### src/rtl/assert_macros.svh
// Assertion macros shared by the dispatcher RTL.
`ifndef ASSERT_MACROS_SVH
`define ASSERT_MACROS_SVH
`ifndef SYNTHESIS
// Property must hold at every clock edge outside reset.
`define SARD_ASSERT(label, clk, rst, prop, msg) \
  label: assert property (@(posedge clk) disable iff (rst) (prop)) else $error(msg);
// Condition must never be true outside reset.
`define SARD_NEVER(label, clk, rst, cond, msg) \
  label: assert property (@(posedge clk) disable iff (rst) !(cond)) else $error(msg);
`else
`define SARD_ASSERT(label, clk, rst, prop, msg)
`define SARD_NEVER(label, clk, rst, cond, msg)
`endif
`endif

### src/rtl/sard_pkg.sv
// Types and constants of the sync/async ratio dispatcher.
package sard_pkg;

  localparam int PAYLOAD_W = 16;
  localparam int RATIO_W   = 6;
  localparam logic [RATIO_W-1:0] RATIO_RESET = 6'd4;

  // Result kinds
  localparam logic [1:0] KIND_ACCEPT   = 2'd0;
  localparam logic [1:0] KIND_REJECT   = 2'd1;
  localparam logic [1:0] KIND_DISPATCH = 2'd2;
  localparam logic [1:0] KIND_IDLE     = 2'd3;

  // Where a pending result takes its tag from
  localparam logic [1:0] SRC_NONE  = 2'd0;
  localparam logic [1:0] SRC_SYNC  = 2'd1;
  localparam logic [1:0] SRC_ASYNC = 2'd2;

  localparam int CMD_DEPTH = 2;
  localparam int OUT_DEPTH = 4;

  typedef struct packed {
    logic                 is_dispatch;
    logic [PAYLOAD_W-1:0] tag;
    logic                 is_async;
  } cmd_t;

  typedef struct packed {
    logic [1:0]           kind;
    logic [PAYLOAD_W-1:0] tag;
    logic                 is_async;
    logic                 last;
  } result_t;

endpackage

### src/rtl/sard_ram.sv
// Generic single-write, single-read RAM with registered read data.
module sard_ram #(
  parameter int WIDTH = 16,
  parameter int DEPTH = 32
) (
  input  logic                     clk,
  input  logic                     we,
  input  logic [$clog2(DEPTH)-1:0] waddr,
  input  logic [WIDTH-1:0]         wdata,
  input  logic                     re,
  input  logic [$clog2(DEPTH)-1:0] raddr,
  output logic [WIDTH-1:0]         rdata
);

  logic [WIDTH-1:0] mem [DEPTH];

  always_ff @(posedge clk) begin
    if (we) begin
      mem[waddr] <= wdata;
    end
    if (re) begin
      rdata <= mem[raddr];
    end
  end

endmodule

### src/rtl/sard_front.sv
// Front end: accepts input requests, classifies them and queues commands.
module sard_front #(
  parameter int TAG_BITS = 16
) (
  input  logic                           clk,
  input  logic                           rst,
  input  logic                           push,
  output logic                           full,
  input  logic                           mode,
  input  logic [sard_pkg::PAYLOAD_W-1:0] request_tag,
  input  logic                           is_async,
  output logic                           cmd_valid,
  output sard_pkg::cmd_t                 cmd,
  input  logic                           cmd_take
);

  localparam int AW = $clog2(sard_pkg::CMD_DEPTH);
  localparam int CW = $clog2(sard_pkg::CMD_DEPTH + 1);
  localparam logic [sard_pkg::PAYLOAD_W-1:0] TAG_MASK =
    (TAG_BITS >= sard_pkg::PAYLOAD_W) ? {sard_pkg::PAYLOAD_W{1'b1}} :
    sard_pkg::PAYLOAD_W'((64'd1 << TAG_BITS) - 64'd1);

  sard_pkg::cmd_t entries [sard_pkg::CMD_DEPTH];
  logic [AW-1:0]  wr_ptr;
  logic [AW-1:0]  rd_ptr;
  logic [CW-1:0]  count;
  logic           accept;
  sard_pkg::cmd_t new_cmd;

  assign full      = (count == CW'(sard_pkg::CMD_DEPTH));
  assign accept    = push && !full;
  assign cmd_valid = (count != '0);
  assign cmd       = entries[rd_ptr];

  // Classify the incoming request
  always_comb begin
    new_cmd.is_dispatch = mode;
    new_cmd.tag         = request_tag & TAG_MASK;
    new_cmd.is_async    = is_async;
  end

  // Command payload
  always_ff @(posedge clk) begin
    if (accept) begin
      entries[wr_ptr] <= new_cmd;
    end
  end

  // Pointers and fill level
  always_ff @(posedge clk) begin
    if (rst) begin
      wr_ptr <= '0;
      rd_ptr <= '0;
      count  <= '0;
    end else begin
      if (accept) begin
        wr_ptr <= (wr_ptr == AW'(sard_pkg::CMD_DEPTH - 1)) ? '0 : wr_ptr + 1'b1;
      end
      if (cmd_take) begin
        rd_ptr <= (rd_ptr == AW'(sard_pkg::CMD_DEPTH - 1)) ? '0 : rd_ptr + 1'b1;
      end
      count <= count + CW'(accept) - CW'(cmd_take);
    end
  end

endmodule

### src/rtl/sard_back.sv
// Back end: executes add and dispatch commands against the two tag queues.
`include "assert_macros.svh"

module sard_back #(
  parameter int QUEUE_DEPTH = 32,
  parameter int STORE_W     = 16
) (
  input  logic                         clk,
  input  logic                         rst,
  input  logic                         cmd_valid,
  input  sard_pkg::cmd_t               cmd,
  output logic                         cmd_take,
  input  logic [sard_pkg::RATIO_W-1:0] ratio,
  input  logic                         room,
  output logic                         res_valid,
  output sard_pkg::result_t            res
);

  localparam int HW   = $clog2(QUEUE_DEPTH);
  localparam int CW   = $clog2(QUEUE_DEPTH + 1);
  localparam int SUMW = $clog2(2 * QUEUE_DEPTH);
  localparam int RW   = sard_pkg::RATIO_W;
  localparam logic [CW-1:0]   FULL_CNT = CW'(QUEUE_DEPTH);
  localparam logic [HW-1:0]   LAST_IDX = HW'(QUEUE_DEPTH - 1);
  localparam logic [SUMW-1:0] WRAP     = SUMW'(QUEUE_DEPTH);

  localparam logic [1:0] ST_IDLE  = 2'd0;
  localparam logic [1:0] ST_SYNC  = 2'd1;
  localparam logic [1:0] ST_ASYNC = 2'd2;

  logic [1:0]    state, state_next;
  logic [RW-1:0] iter, iter_next;
  logic          emitted, emitted_next;
  logic [HW-1:0] sync_head, sync_head_next, async_head, async_head_next;
  logic [CW-1:0] sync_count, sync_count_next, async_count, async_count_next;

  logic              pend_valid;
  sard_pkg::result_t pend_res;
  logic [1:0]        pend_src;

  logic              issue;
  sard_pkg::result_t iss_res;
  logic [1:0]        iss_src;

  logic               sync_we, async_we, sync_re, async_re;
  logic [STORE_W-1:0] wdata, sync_rdata, async_rdata;
  logic [SUMW-1:0]    sync_sum, async_sum;
  logic [HW-1:0]      sync_tail, async_tail;
  logic [RW:0]        iter_inc;
  logic               sync_last;

  // Tail positions of both queues
  assign sync_sum   = SUMW'(sync_head) + SUMW'(sync_count);
  assign async_sum  = SUMW'(async_head) + SUMW'(async_count);
  assign sync_tail  = (sync_sum >= WRAP) ? HW'(sync_sum - WRAP) : HW'(sync_sum);
  assign async_tail = (async_sum >= WRAP) ? HW'(async_sum - WRAP) : HW'(async_sum);
  assign wdata      = cmd.tag[STORE_W-1:0];

  // Final result of a dispatch when the sync batch ends and no async tag waits
  assign iter_inc  = {1'b0, iter} + 1'b1;
  assign sync_last = ((iter_inc == {1'b0, ratio}) || (sync_count == CW'(1)))
                     && (async_count == '0);

  // Sequencer
  always_comb begin
    state_next       = state;
    iter_next        = iter;
    emitted_next     = emitted;
    sync_head_next   = sync_head;
    async_head_next  = async_head;
    sync_count_next  = sync_count;
    async_count_next = async_count;
    cmd_take         = 1'b0;
    issue            = 1'b0;
    iss_src          = sard_pkg::SRC_NONE;
    iss_res.kind     = sard_pkg::KIND_IDLE;
    iss_res.tag      = '0;
    iss_res.is_async = 1'b0;
    iss_res.last     = 1'b1;
    sync_we          = 1'b0;
    async_we         = 1'b0;
    sync_re          = 1'b0;
    async_re         = 1'b0;
    unique case (state)
      ST_IDLE: begin
        if (cmd_valid && room) begin
          cmd_take = 1'b1;
          if (cmd.is_dispatch) begin
            state_next   = ST_SYNC;
            iter_next    = '0;
            emitted_next = 1'b0;
          end else begin
            issue            = 1'b1;
            iss_res.tag      = cmd.tag;
            iss_res.is_async = cmd.is_async;
            iss_res.kind     = sard_pkg::KIND_ACCEPT;
            if (cmd.is_async) begin
              if (async_count == FULL_CNT) begin
                iss_res.kind = sard_pkg::KIND_REJECT;
              end else begin
                async_we         = 1'b1;
                async_count_next = async_count + 1'b1;
              end
            end else begin
              if (sync_count == FULL_CNT) begin
                iss_res.kind = sard_pkg::KIND_REJECT;
              end else begin
                sync_we         = 1'b1;
                sync_count_next = sync_count + 1'b1;
              end
            end
          end
        end
      end
      ST_SYNC: begin
        if ((iter < ratio) && (sync_count != '0)) begin
          if (room) begin
            sync_re         = 1'b1;
            sync_head_next  = (sync_head == LAST_IDX) ? '0 : sync_head + 1'b1;
            sync_count_next = sync_count - 1'b1;
            iter_next       = iter_inc[RW-1:0];
            emitted_next    = 1'b1;
            issue           = 1'b1;
            iss_src         = sard_pkg::SRC_SYNC;
            iss_res.kind    = sard_pkg::KIND_DISPATCH;
            iss_res.last    = sync_last;
            if (sync_last) begin
              state_next = ST_IDLE;
            end
          end
        end else begin
          state_next = ST_ASYNC;
        end
      end
      ST_ASYNC: begin
        if (room) begin
          state_next = ST_IDLE;
          if (async_count != '0) begin
            async_re         = 1'b1;
            async_head_next  = (async_head == LAST_IDX) ? '0 : async_head + 1'b1;
            async_count_next = async_count - 1'b1;
            issue            = 1'b1;
            iss_src          = sard_pkg::SRC_ASYNC;
            iss_res.kind     = sard_pkg::KIND_DISPATCH;
            iss_res.is_async = 1'b1;
          end else if (!emitted) begin
            issue = 1'b1;
          end
        end
      end
      default: begin
        state_next = ST_IDLE;
      end
    endcase
  end

  // Control state
  always_ff @(posedge clk) begin
    if (rst) begin
      state       <= ST_IDLE;
      iter        <= '0;
      emitted     <= 1'b0;
      sync_head   <= '0;
      async_head  <= '0;
      sync_count  <= '0;
      async_count <= '0;
      pend_valid  <= 1'b0;
    end else begin
      state       <= state_next;
      iter        <= iter_next;
      emitted     <= emitted_next;
      sync_head   <= sync_head_next;
      async_head  <= async_head_next;
      sync_count  <= sync_count_next;
      async_count <= async_count_next;
      pend_valid  <= issue;
    end
  end

  // Pending result, registered in step with the RAM read data
  always_ff @(posedge clk) begin
    if (issue) begin
      pend_res <= iss_res;
      pend_src <= iss_src;
    end
  end

  // Tag stores
  sard_ram #(.WIDTH(STORE_W), .DEPTH(QUEUE_DEPTH)) u_sync_ram (
    .clk  (clk),
    .we   (sync_we),
    .waddr(sync_tail),
    .wdata(wdata),
    .re   (sync_re),
    .raddr(sync_head),
    .rdata(sync_rdata)
  );

  sard_ram #(.WIDTH(STORE_W), .DEPTH(QUEUE_DEPTH)) u_async_ram (
    .clk  (clk),
    .we   (async_we),
    .waddr(async_tail),
    .wdata(wdata),
    .re   (async_re),
    .raddr(async_head),
    .rdata(async_rdata)
  );

  // Result toward the output queue
  assign res_valid = pend_valid;
  always_comb begin
    res = pend_res;
    unique case (pend_src)
      sard_pkg::SRC_SYNC:  res.tag = sard_pkg::PAYLOAD_W'(sync_rdata);
      sard_pkg::SRC_ASYNC: res.tag = sard_pkg::PAYLOAD_W'(async_rdata);
      default:             res.tag = pend_res.tag;
    endcase
  end

  `SARD_ASSERT(a_sync_bound, clk, rst, sync_count <= FULL_CNT, "sync count overflow")
  `SARD_ASSERT(a_async_pop_nonempty, clk, rst, async_re |-> (async_count != '0), "async pop while empty")
  `SARD_ASSERT(a_sync_pop_counts, clk, rst, sync_re |=> (sync_count == $past(sync_count) - 1'b1), "sync pop did not decrement count")
  `SARD_NEVER(a_wr_rd_same_cycle, clk, rst, (sync_we || async_we) && (sync_re || async_re), "store write and read in one cycle")

endmodule

### src/rtl/sard_out_fifo.sv
// Result queue between the back end and the output ports.
`include "assert_macros.svh"

module sard_out_fifo (
  input  logic              clk,
  input  logic              rst,
  input  logic              push,
  input  sard_pkg::result_t din,
  input  logic              pop,
  output logic              empty,
  output sard_pkg::result_t dout,
  output logic              room
);

  localparam int AW = $clog2(sard_pkg::OUT_DEPTH);
  localparam int CW = $clog2(sard_pkg::OUT_DEPTH + 1);

  sard_pkg::result_t entries [sard_pkg::OUT_DEPTH];
  logic [AW-1:0]     wr_ptr;
  logic [AW-1:0]     rd_ptr;
  logic [CW-1:0]     count;
  logic              do_pop;

  assign empty  = (count == '0);
  assign do_pop = pop && !empty;
  assign dout   = entries[rd_ptr];
  // Two free slots: one for a result in flight, one for a new request
  assign room   = (count <= CW'(sard_pkg::OUT_DEPTH - 2));

  always_ff @(posedge clk) begin
    if (push) begin
      entries[wr_ptr] <= din;
    end
  end

  always_ff @(posedge clk) begin
    if (rst) begin
      wr_ptr <= '0;
      rd_ptr <= '0;
      count  <= '0;
    end else begin
      if (push) begin
        wr_ptr <= (wr_ptr == AW'(sard_pkg::OUT_DEPTH - 1)) ? '0 : wr_ptr + 1'b1;
      end
      if (do_pop) begin
        rd_ptr <= (rd_ptr == AW'(sard_pkg::OUT_DEPTH - 1)) ? '0 : rd_ptr + 1'b1;
      end
      count <= count + CW'(push) - CW'(do_pop);
    end
  end

  `SARD_NEVER(a_no_overflow, clk, rst, push && (count == CW'(sard_pkg::OUT_DEPTH)), "result queue overflow")

endmodule

### src/rtl/sync_async_ratio_dispatcher.sv
// Top level: two-class weighted round-robin dispatcher of request tags.
// An add result passes the command queue, the back end's pending register and the result queue in that order.
// Adds sustain one request per cycle while the result queue has room.
// Dispatch: the take, then sync pops up to the ratio, then the async step;
//   it ends at the last sync tag when no async tag waits. A full result queue stalls it.
// Reset (rst, synchronous): both queues empty, ratio register back to 4.
module sync_async_ratio_dispatcher #(
  parameter int QUEUE_DEPTH = 32,
  parameter int TAG_BITS    = 16
) (
  input  logic                           clk,
  input  logic                           rst,
  input  logic                           push,
  output logic                           full,
  input  logic                           mode,
  input  logic [sard_pkg::PAYLOAD_W-1:0] request_tag,
  input  logic                           is_async,
  output logic                           empty,
  input  logic                           pop,
  output logic [1:0]                     kind,
  output logic [sard_pkg::PAYLOAD_W-1:0] out_tag,
  output logic                           out_async,
  output logic                           last,
  input  logic                           cfg_we,
  input  logic [sard_pkg::RATIO_W-1:0]   cfg_data
);

  localparam int STORE_W = (TAG_BITS < sard_pkg::PAYLOAD_W) ? TAG_BITS : sard_pkg::PAYLOAD_W;

  logic [sard_pkg::RATIO_W-1:0] sync_batch_ratio;
  logic                         cmd_valid;
  sard_pkg::cmd_t               cmd;
  logic                         cmd_take;
  logic                         room;
  logic                         res_valid;
  sard_pkg::result_t            res;
  sard_pkg::result_t            head_res;

  // Ratio register
  always_ff @(posedge clk) begin
    if (rst) begin
      sync_batch_ratio <= sard_pkg::RATIO_RESET;
    end else if (cfg_we) begin
      sync_batch_ratio <= cfg_data;
    end
  end

  sard_front #(.TAG_BITS(TAG_BITS)) u_front (
    .clk        (clk),
    .rst        (rst),
    .push       (push),
    .full       (full),
    .mode       (mode),
    .request_tag(request_tag),
    .is_async   (is_async),
    .cmd_valid  (cmd_valid),
    .cmd        (cmd),
    .cmd_take   (cmd_take)
  );

  sard_back #(.QUEUE_DEPTH(QUEUE_DEPTH), .STORE_W(STORE_W)) u_back (
    .clk      (clk),
    .rst      (rst),
    .cmd_valid(cmd_valid),
    .cmd      (cmd),
    .cmd_take (cmd_take),
    .ratio    (sync_batch_ratio),
    .room     (room),
    .res_valid(res_valid),
    .res      (res)
  );

  sard_out_fifo u_out_fifo (
    .clk  (clk),
    .rst  (rst),
    .push (res_valid),
    .din  (res),
    .pop  (pop),
    .empty(empty),
    .dout (head_res),
    .room (room)
  );

  assign kind      = head_res.kind;
  assign out_tag   = head_res.tag;
  assign out_async = head_res.is_async;
  assign last      = head_res.last;

endmodule

### config.mk
export PLATFORM = sky130hd
export DESIGN_NAME = sync_async_ratio_dispatcher
export DESIGN_NICKNAME = d
export VERILOG_FILES = /design/src/rtl/sard_pkg.sv /design/src/rtl/sard_ram.sv /design/src/rtl/sard_front.sv /design/src/rtl/sard_back.sv /design/src/rtl/sard_out_fifo.sv /design/src/rtl/sync_async_ratio_dispatcher.sv
export VERILOG_INCLUDE_DIRS = /design/src /design/src/rtl
export SDC_FILE = /design/constraint.sdc
export NUM_CORES = 1
export LEC_CHECK = 0
export BUFFER_PORTS_ARGS = -buffer_cell sky130_fd_sc_hd__buf_4
export CORE_AREA = 2 2 350 265
export CTS_CLUSTER_SIZE = 12
export DETAILED_ROUTE_END_ITERATION = 7
export DIE_AREA = 0 0 352 267
export PLACE_DENSITY = 0.74
export SYNTH_ARGS = -nofsm -noshare
export SYNTH_HDL_FRONTEND = slang
export SYNTH_HIERARCHICAL = 1
export SYNTH_SLANG_ARGS = --single-unit
export TNS_END_PERCENT = 10
### constraint.sdc
create_clock -name clk -period 4.8 [get_ports clk]
set_clock_uncertainty 0.2 [all_clocks]
set_input_delay 1.44 -clock clk [delete_from_list [all_inputs] [get_ports clk]]
set_output_delay 1.44 -clock clk [all_outputs]
set_load 0.02 [all_outputs]
# Word level (Yosys, flattened, before mapping)
# Memories as Yosys holds them, arrays and structs flattened. A register that Yosys moved wholly into a read port is not among the register bits.
# Index checks and enable logic that the tools add are counted.
# W data, S select, Z words.
classes:
  addsub: 19
  n_eq_ne: 26
  reduce_logical: 23
  multipliers: 0
  n_lt_le_gt_ge: 4
  n_mux: 92
  n_shift: 0
  bitwise_logic: 2
  n_div: 0
op_table:
  columns: ["cell", "count"]
  rows:
  - ["$mux W6", 16]
  - ["$mux W1", 44]
  - ["$mux W19", 2]
  - ["$pmux W6 S2", 3]
  - ["$mux W2", 16]
  - ["$pmux W16 S2", 1]
  - ["$mux W5", 4]
  - ["$reduce_and A7 Y1", 2]
  - ["$add A5 B6 Y6", 2]
  - ["$add A6 B1 Y6 const B", 2]
  - ["$eq A6 B6 Y1 const B", 2]
  - ["$ge A6 B6 Y1 const B", 2]
  - ["$ne A2 B1 Y1 const B", 6]
  - ["$pmux W2 S3", 2]
  - ["$reduce_bool A6 Y1", 2]
  - ["$sub A6 B1 Y6 const B", 2]
  - ["$add A5 B1 Y5 const B", 2]
  - ["$eq A2 B2 Y1 const B", 5]
  - ["$eq A5 B5 Y1 const B", 2]
  - ["$ne A2 B2 Y1 const B", 5]
  - ["$reduce_and A5 Y1", 2]
  - ["$sub A5 B1 Y5 const B", 2]
  - ["$add A6 B1 Y7 const B", 1]
  - ["$eq A7 B6 Y1", 1]
  - ["other kinds (24)", 38]
word_totals:
  rom_bits: 0
  out_inout_bits: 22
  ram_bits: 1140
  wordCells: 190
  register_bits: 71
  latchBits: 0
  inputBits: 29
  mem_count: 4
mem_list:
  columns: ["memory", "depth", "width", "rd", "rd_ports_with_merged_regs", "wr", "line", "rtl"]
  rows:
  - ["u_back.u_async_ram.mem", 32, 16, 1, 1, 1, "sard_ram.sv:15", "logic [WIDTH-1:0] mem [DEPTH];"]
  - ["u_back.u_sync_ram.mem", 32, 16, 1, 1, 1, "sard_ram.sv:15", null]
  - ["u_out_fifo.entries", 4, 20, 1, 1, 1, "sard_out_fifo.sv:18", "sard_pkg::result_t entries [sard_pkg::OUT_DEPTH];"]
  - ["u_front.entries", 2, 18, 1, 1, 1, "sard_front.sv:23", "sard_pkg::cmd_t entries [sard_pkg::CMD_DEPTH];"]

# Logic depth before layout (Yosys ltp)
logic_depth:
  ltp_word: 8
  mapped_depth: 13
  mapped_depth_nobuf: 11

# Cells and area by module
# The synthesis kept the hierarchy.
modules_own_cells:
  columns: ["mod", "area_per_inst_um2", "cells_each", "n_inst"]
  rows:
  - ["sard_ram", 20694.8, 1143, 2]
  - ["sard_back", 3846.2, 439, 1]
  - ["sard_out_fifo", 3367.0, 151, 1]
  - ["sard_front", 1529.0, 82, 1]
  - ["sync_async_ratio_dispatcher", 217.7, 19, 1]

# Worst setup path after synthesis
# Ideal clock, no wire load.
synth_path:
  path_type: "register to register"
  from: "register u_out_fifo.count[1]"
  to: "memory u_back.u_async_ram.mem[28][0] (enable)"
  setup_ns: 0.388
  stages_incl_launch_ff: 14
  slack_ns: 1.079
  arrival_time_ns: 3.132
  path_cell_list: "dfxtp_1 inv_1 ha_1 a31o_1 buf_2 nand2_1 nor3_1 clkbuf_1 clkbuf_1 inv_1 nor2_1 or3b_2 clkbuf_1 nor2_1"
synth_between:
  elab_chain_cells: 6
synth_rtl:
  columns: ["item", "line", "rtl"]
  rows:
  - ["start, declared", "sard_out_fifo.sv:21", "logic [CW-1:0] count;"]
  - ["start signal, assigned", "sard_out_fifo.sv:48", "count <= count + CW'(push) - CW'(do_pop);"]
  - ["$le A3 B2 Y1", "sard_out_fifo.sv:28", "assign room = (count <= CW'(sard_pkg::OUT_DEPTH - 2));"]
  - ["named net room", "sync_async_ratio_dispatcher.sv:34", "logic room;"]
  - ["$logic_and A1 B1 Y1", "sard_back.sv:86", "if (cmd_valid && room) begin"]
  - ["$mux W1", "sard_back.sv:86", null]
  - ["$mux W1", "sard_back.sv:84", "unique case (state)"]
  - ["named net u_back.async_we", "sard_back.sv:45", "logic sync_we, async_we, sync_re, async_re;"]
  - ["$mux W1", "sard_ram.sv:18", "if (we) begin"]
  - ["$mux W1 (not written as such)", "sard_ram.sv:19", "mem[waddr] <= wdata;"]
  - ["end, declared", "sard_ram.sv:15", null]
# The timed path passes the listed nets, and every way through them passes these cells.

# Worst setup path in the final report
layout_path:
  from: "register u_back.async_head[0]"
  to: "memory u_back.u_async_ram.mem[17][2] (enable)"
layout_between:
  elab_chain_cells: 3
  elab_cells_between_ends: 4
  cone_classes: "add/sub: 2; order compare: 1; mux: 1"
layout_rtl:
  columns: ["item", "line", "rtl"]
  rows:
  - ["start, declared", "sard_back.sv:34", "logic [HW-1:0] sync_head, sync_head_next, async_head, async_head_next;"]
  - ["start signal, assigned", "sard_back.sv:173", "async_head <= async_head_next;"]
  - ["$add A5 B6 Y6 (*)", "sard_back.sv:54", "assign async_sum = SUMW'(async_head) + SUMW'(async_count);"]
  - ["named net u_back.async_sum[4]", "sard_back.sv:47", "logic [SUMW-1:0] sync_sum, async_sum;"]
  - ["$sub A5 B1 Y5 / $ge A6 B6 Y1 (equally long branches)", "sard_back.sv:56", "assign async_tail = (async_sum >= WRAP) ? HW'(async_sum - WRAP) : HW'(async_sum);"]
  - ["$mux W5 (*)", "sard_back.sv:56", null]
# The timed path passes the listed nets; every way through them passes the cells marked *.

==> impl_results.md <==
- Master of the slowest instance on the critical path: xnor2_1
- Wire per inst: between 20 and 30 um
- Post-CTS resize count: 0
- Wire length of the first global-routing pass: 170000 um
- Worst hold path type: flip-flop to flip-flop
- Max-slew headroom at the worst pin: 0.138
- Area share of xor/xnor cells in the synthesized design: 0.00400
- Worst Setup SP: u_back/async_head[0]$_SDFFE_PP0P_
- Sink Count: approximately 1200
- Sequential fraction of the synthesis area: 0.733
- Max-cap violations: 0
- #FFs+latches synth: between 1000 and 1500
- Number of remaining DRC errors: 0
- Ratio of final minimum period to clock period: 0.848
- Buffers & Inverters on Critical Path: 3
- Die extent in y: 267 um
- Overall die area: 94000 um^2
- FFs w/ async S/R, synth: 0
- Fill cell count: between 6000 and 7000
- Fraction of layout instances using a drive strength above 1: 0.119
- Number of global-route vias before repair: 26643
- Outcome: completed
- Vias post-DR: ~27000
- Crit path required time: between 4000 and 5000 ps
- Std cell rows: 96
- Overall overflow remaining after global route: 0
- Number of H-tree levels: 3
- Via density per instance: approximately 6.2
- Cell at the root of the clock tree: clkbuf_16
- Sequential Area: approximately 37000 um^2
- Most repeated library cell on the critical path: inv_1
- Unrepaired setup endpoints after global routing: no
- Clock buffer depth: 3
- Maximum frequency from static timing analysis: approximately 0.25 GHz
- Finished Core Util: 0.609
- Post-Syn Area: slightly above 50000 um^2
- Startpoint of the most critical register-to-register path: u_back/async_head[0]$_SDFFE_PP0P_
- Worst-case vdd ir drop: 0.656 mV
- Hold buffer count at cts: 0
- Register clock-pin slew on the reported worst setup and hold paths: 60 ps
- Adder-Cell Fraction of Synth Area: 0.0123
- Synth Instances: between 2000 and 3000
- Leakage power summed over all cells: roughly 17 nW
- Critical Path End Type: flip-flop
- Worst endpoint data arrival time: between 4000 and 5000 ps
- Final setup TNS: 0 ps
- CTS tree: built
- CP Launch Type: flip-flop
- Antenna violations before repair: 5
- Final Hold Fails: 0
- Largest stage delay on the critical path: 790 ps
- Core region area: just over 90000 um^2
- Hold path startpoint: u_back/emitted$_SDFFE_PP0P_
- Mux share of post-synthesis cell area: 0.118
- Largest net degree at the start of global routing: around 120
- Half-perimeter wire length of the detailed placement result: between 60000 and 70000 um
- First drt pass iteration count: 6
- Shortest period the worst path allows: ~4000 ps
- Basic-gate share of the synthesized area counting and, or, nand and nor cells: 0.0481
- Largest delay share family, worst path: XOR/XNOR gates
- Die X: around 350 um
- Setup bufs post-CTS: 0
- Worst skew pair latency: 690 ps
- Total count of max-transition violations in the final report: 0
- DRT Wirelength: ~110000 um
- Library cells used by synthesis: 77
- EDFF count, synth: 1194
- Final Hold Slack: just under 300 ps
- Clock buffers created by TritonCTS: between 100 and 150
- Number of antenna cells inserted: 0
- DRC marker count from the first detailed-route iteration: between 3000 and 4000
- Compound-Gate Fraction of Synth Area: 0.0563
- Transition time at the pin with the least slew margin: between 1000 and 1500 ps
- Antenna-violating nets left: 0
- Mean Syn Cell Area: between 15 and 20 um^2
- Power density of the placed cells: 459 nW/um^2
- P&R area growth vs syn: 9.62%
- I/O pins: a little over 50
- Syn. warnings: 6
- List of cells traversed by the critical path: ha_1, inv_1, fa_1, inv_1, a21o_1, a21oi_1, xnor2_1, or3b_2, nor2_1, buf_4
- Final setup vio count: 0
- Largest fanout of any net on the critical path: 35
- Final weighted congestion in routability-driven placement: 0.880
- Global router's overall resource usage: 0.242
- Post-Synthesis Net Count: 3053
- Largest family of logic cells by synthesized area: multiplexers
- Total of buffers placed on input and output ports: 50
- Effective utilization at floorplan: 0.555
- Area used by multi-input combinational logic: between 10000 and 15000 um^2
- Top flip-flop cell by instance count after synthesis: edfxtp_1
- Number of nets in the final layout: between 3000 and 4000
- Worst setup path class: flip-flop to flip-flop
where the power goes:
group	switching, mW	internal (mW)
registers	0.163	13.3
clock network	3.66	4.51
logic	2.70	0.965
total	6.52	18.8
state kept, by name (all words and copies together), names as in the netlist, 2 cells and up, named ones only:
register and count:
sync_batch_ratio 6, u_back/async_count 6, u_back/async_head 5, u_back/iter 6
u_back/pend_res 16, u_back/pend_src 2, u_back/res 4, u_back/state 2
u_back/sync_count 6, u_back/sync_head 5, u_back/u_async_ram/mem 512, u_back/u_async_ram/rdata 16
u_back/u_sync_ram/mem 512, u_back/u_sync_ram/rdata 16, u_front/count 2, u_front/entries 36
u_out_fifo/count 3, u_out_fifo/entries 80, u_out_fifo/rd_ptr 2, u_out_fifo/wr_ptr 2
kinds of logic (layout without fill, tap and decap cells):
kind of cell,after synthesis,count (layout)
mux,567,567
compound gates,406,406
flops,1246,1246
fa+ha+maj,47,47
xor+xnor,23,23
simple gates,479,479
buf+inv,209,384
path summary, 6_finish.rpt:
kind | depth (start not counted) | endpoint | slack (ps)
setup reg to reg | 10 | u_back/u_async_ram/mem[17][2]$_DFFE_PP_ | 730
hold / removal | 2 | u_back/emitted$_SDFFE_PP0P_ | 290
hold reg to reg | 2 | u_back/emitted$_SDFFE_PP0P_ | 290
setup / recovery | 10 | u_back/u_async_ram/mem[17][2]$_DFFE_PP_ | 730
cells in the final DEF, fill, tap and decap left out, types with 12 or more instances in the layout:
| cell | instances |
|---|---|
| edfxtp_1 | 1194 |
| mux2i_1 | 524 |
| buf_4 | 159 |
| a22oi_1 | 144 |
| clkbuf_16 | 118 |
| nand2_1 | 112 |
| nor2_1 | 103 |
| a21oi_1 | 90 |
| nand3_1 | 78 |
| a22o_1 | 65 |
| dfxtp_1 | 50 |
| clkbuf_1 | 48 |
| ha_1 | 43 |
| inv_1 | 40 |
| nor3_1 | 39 |
| a31oi_1 | 39 |
| o21ai_0 | 33 |
| nand4_1 | 32 |
| and2_1 | 23 |
| mux2_2 | 21 |
| mux4_2 | 20 |
| xnor2_1 | 14 |
| nand3b_1 | 14 |
| nand2b_1 | 12 |
routing by layer:
layer / track usage / routed length (um) / share of wire / up-vias
met5: 0 / 24 / 0.00021 / -
met4: 0.0588 / 2350 / 0.020 / 4
met3: 0.0490 / 11000 / 0.096 / 187
met2: 0.378 / 53700 / 0.47 / 1418
met1: 0.351 / 47600 / 0.42 / 13801
li1: - / - / - / 11897
cell type report:
| class | instances | share of cell area |
|---|---|---|
| clock inverters | 11 | 0.00197 |
| flip-flops and latches | 1246 | 0.669 |
| multi-input cells | 1522 | 0.219 |
| repair buffers | 163 | 0.0231 |
| clock buffers | 166 | 0.0568 |
| inverters | 44 | 0.00299 |
| well taps | 1225 | 0.0278 |
worst register-to-register path, stage by stage (launching register included):
cell     delay, ps
dfxtp_4        740
ha_1           280
inv_1           60
fa_1           410
inv_1           90
a21o_1         110
a21oi_1         80
xnor2_1        790
or3b_2         560
nor2_1         130
buf_4          290
cells in the mapped netlist, types with 41 or more instances:
| cell type | count | area [um^2] |
|---|---|---|
| a21oi_1 | 91 | 455 |
| nand2_1 | 112 | 420 |
| a22o_1 | 65 | 569 |
| a22oi_1 | 144 | 1080 |
| clkbuf_1 | 41 | 154 |
| buf_2 | 43 | 215 |
| dfxtp_1 | 52 | 1040 |
| nor2_1 | 103 | 387 |
| ha_1 | 43 | 538 |
| edfxtp_1 | 1194 | 35900 |
| mux2i_1 | 524 | 5250 |
| buf_4 | 42 | 315 |
| nand3_1 | 78 | 390 |
metrics by stage:
step	worst slack, ps	instance area [um^2]	total power [mW]	cells
6_report	731	55200	25.3	4377
5_1_grt	560	55200	26.1	4377
4_1_cts	721	55200	25.4	4377
3_5_place_dp	780	51900	17.4	4200
3_3_place_gp	813	51900	17.2	4200
2_1_floorplan	1080	50300	15.8	2977
(Power assumes the default switching activity.)
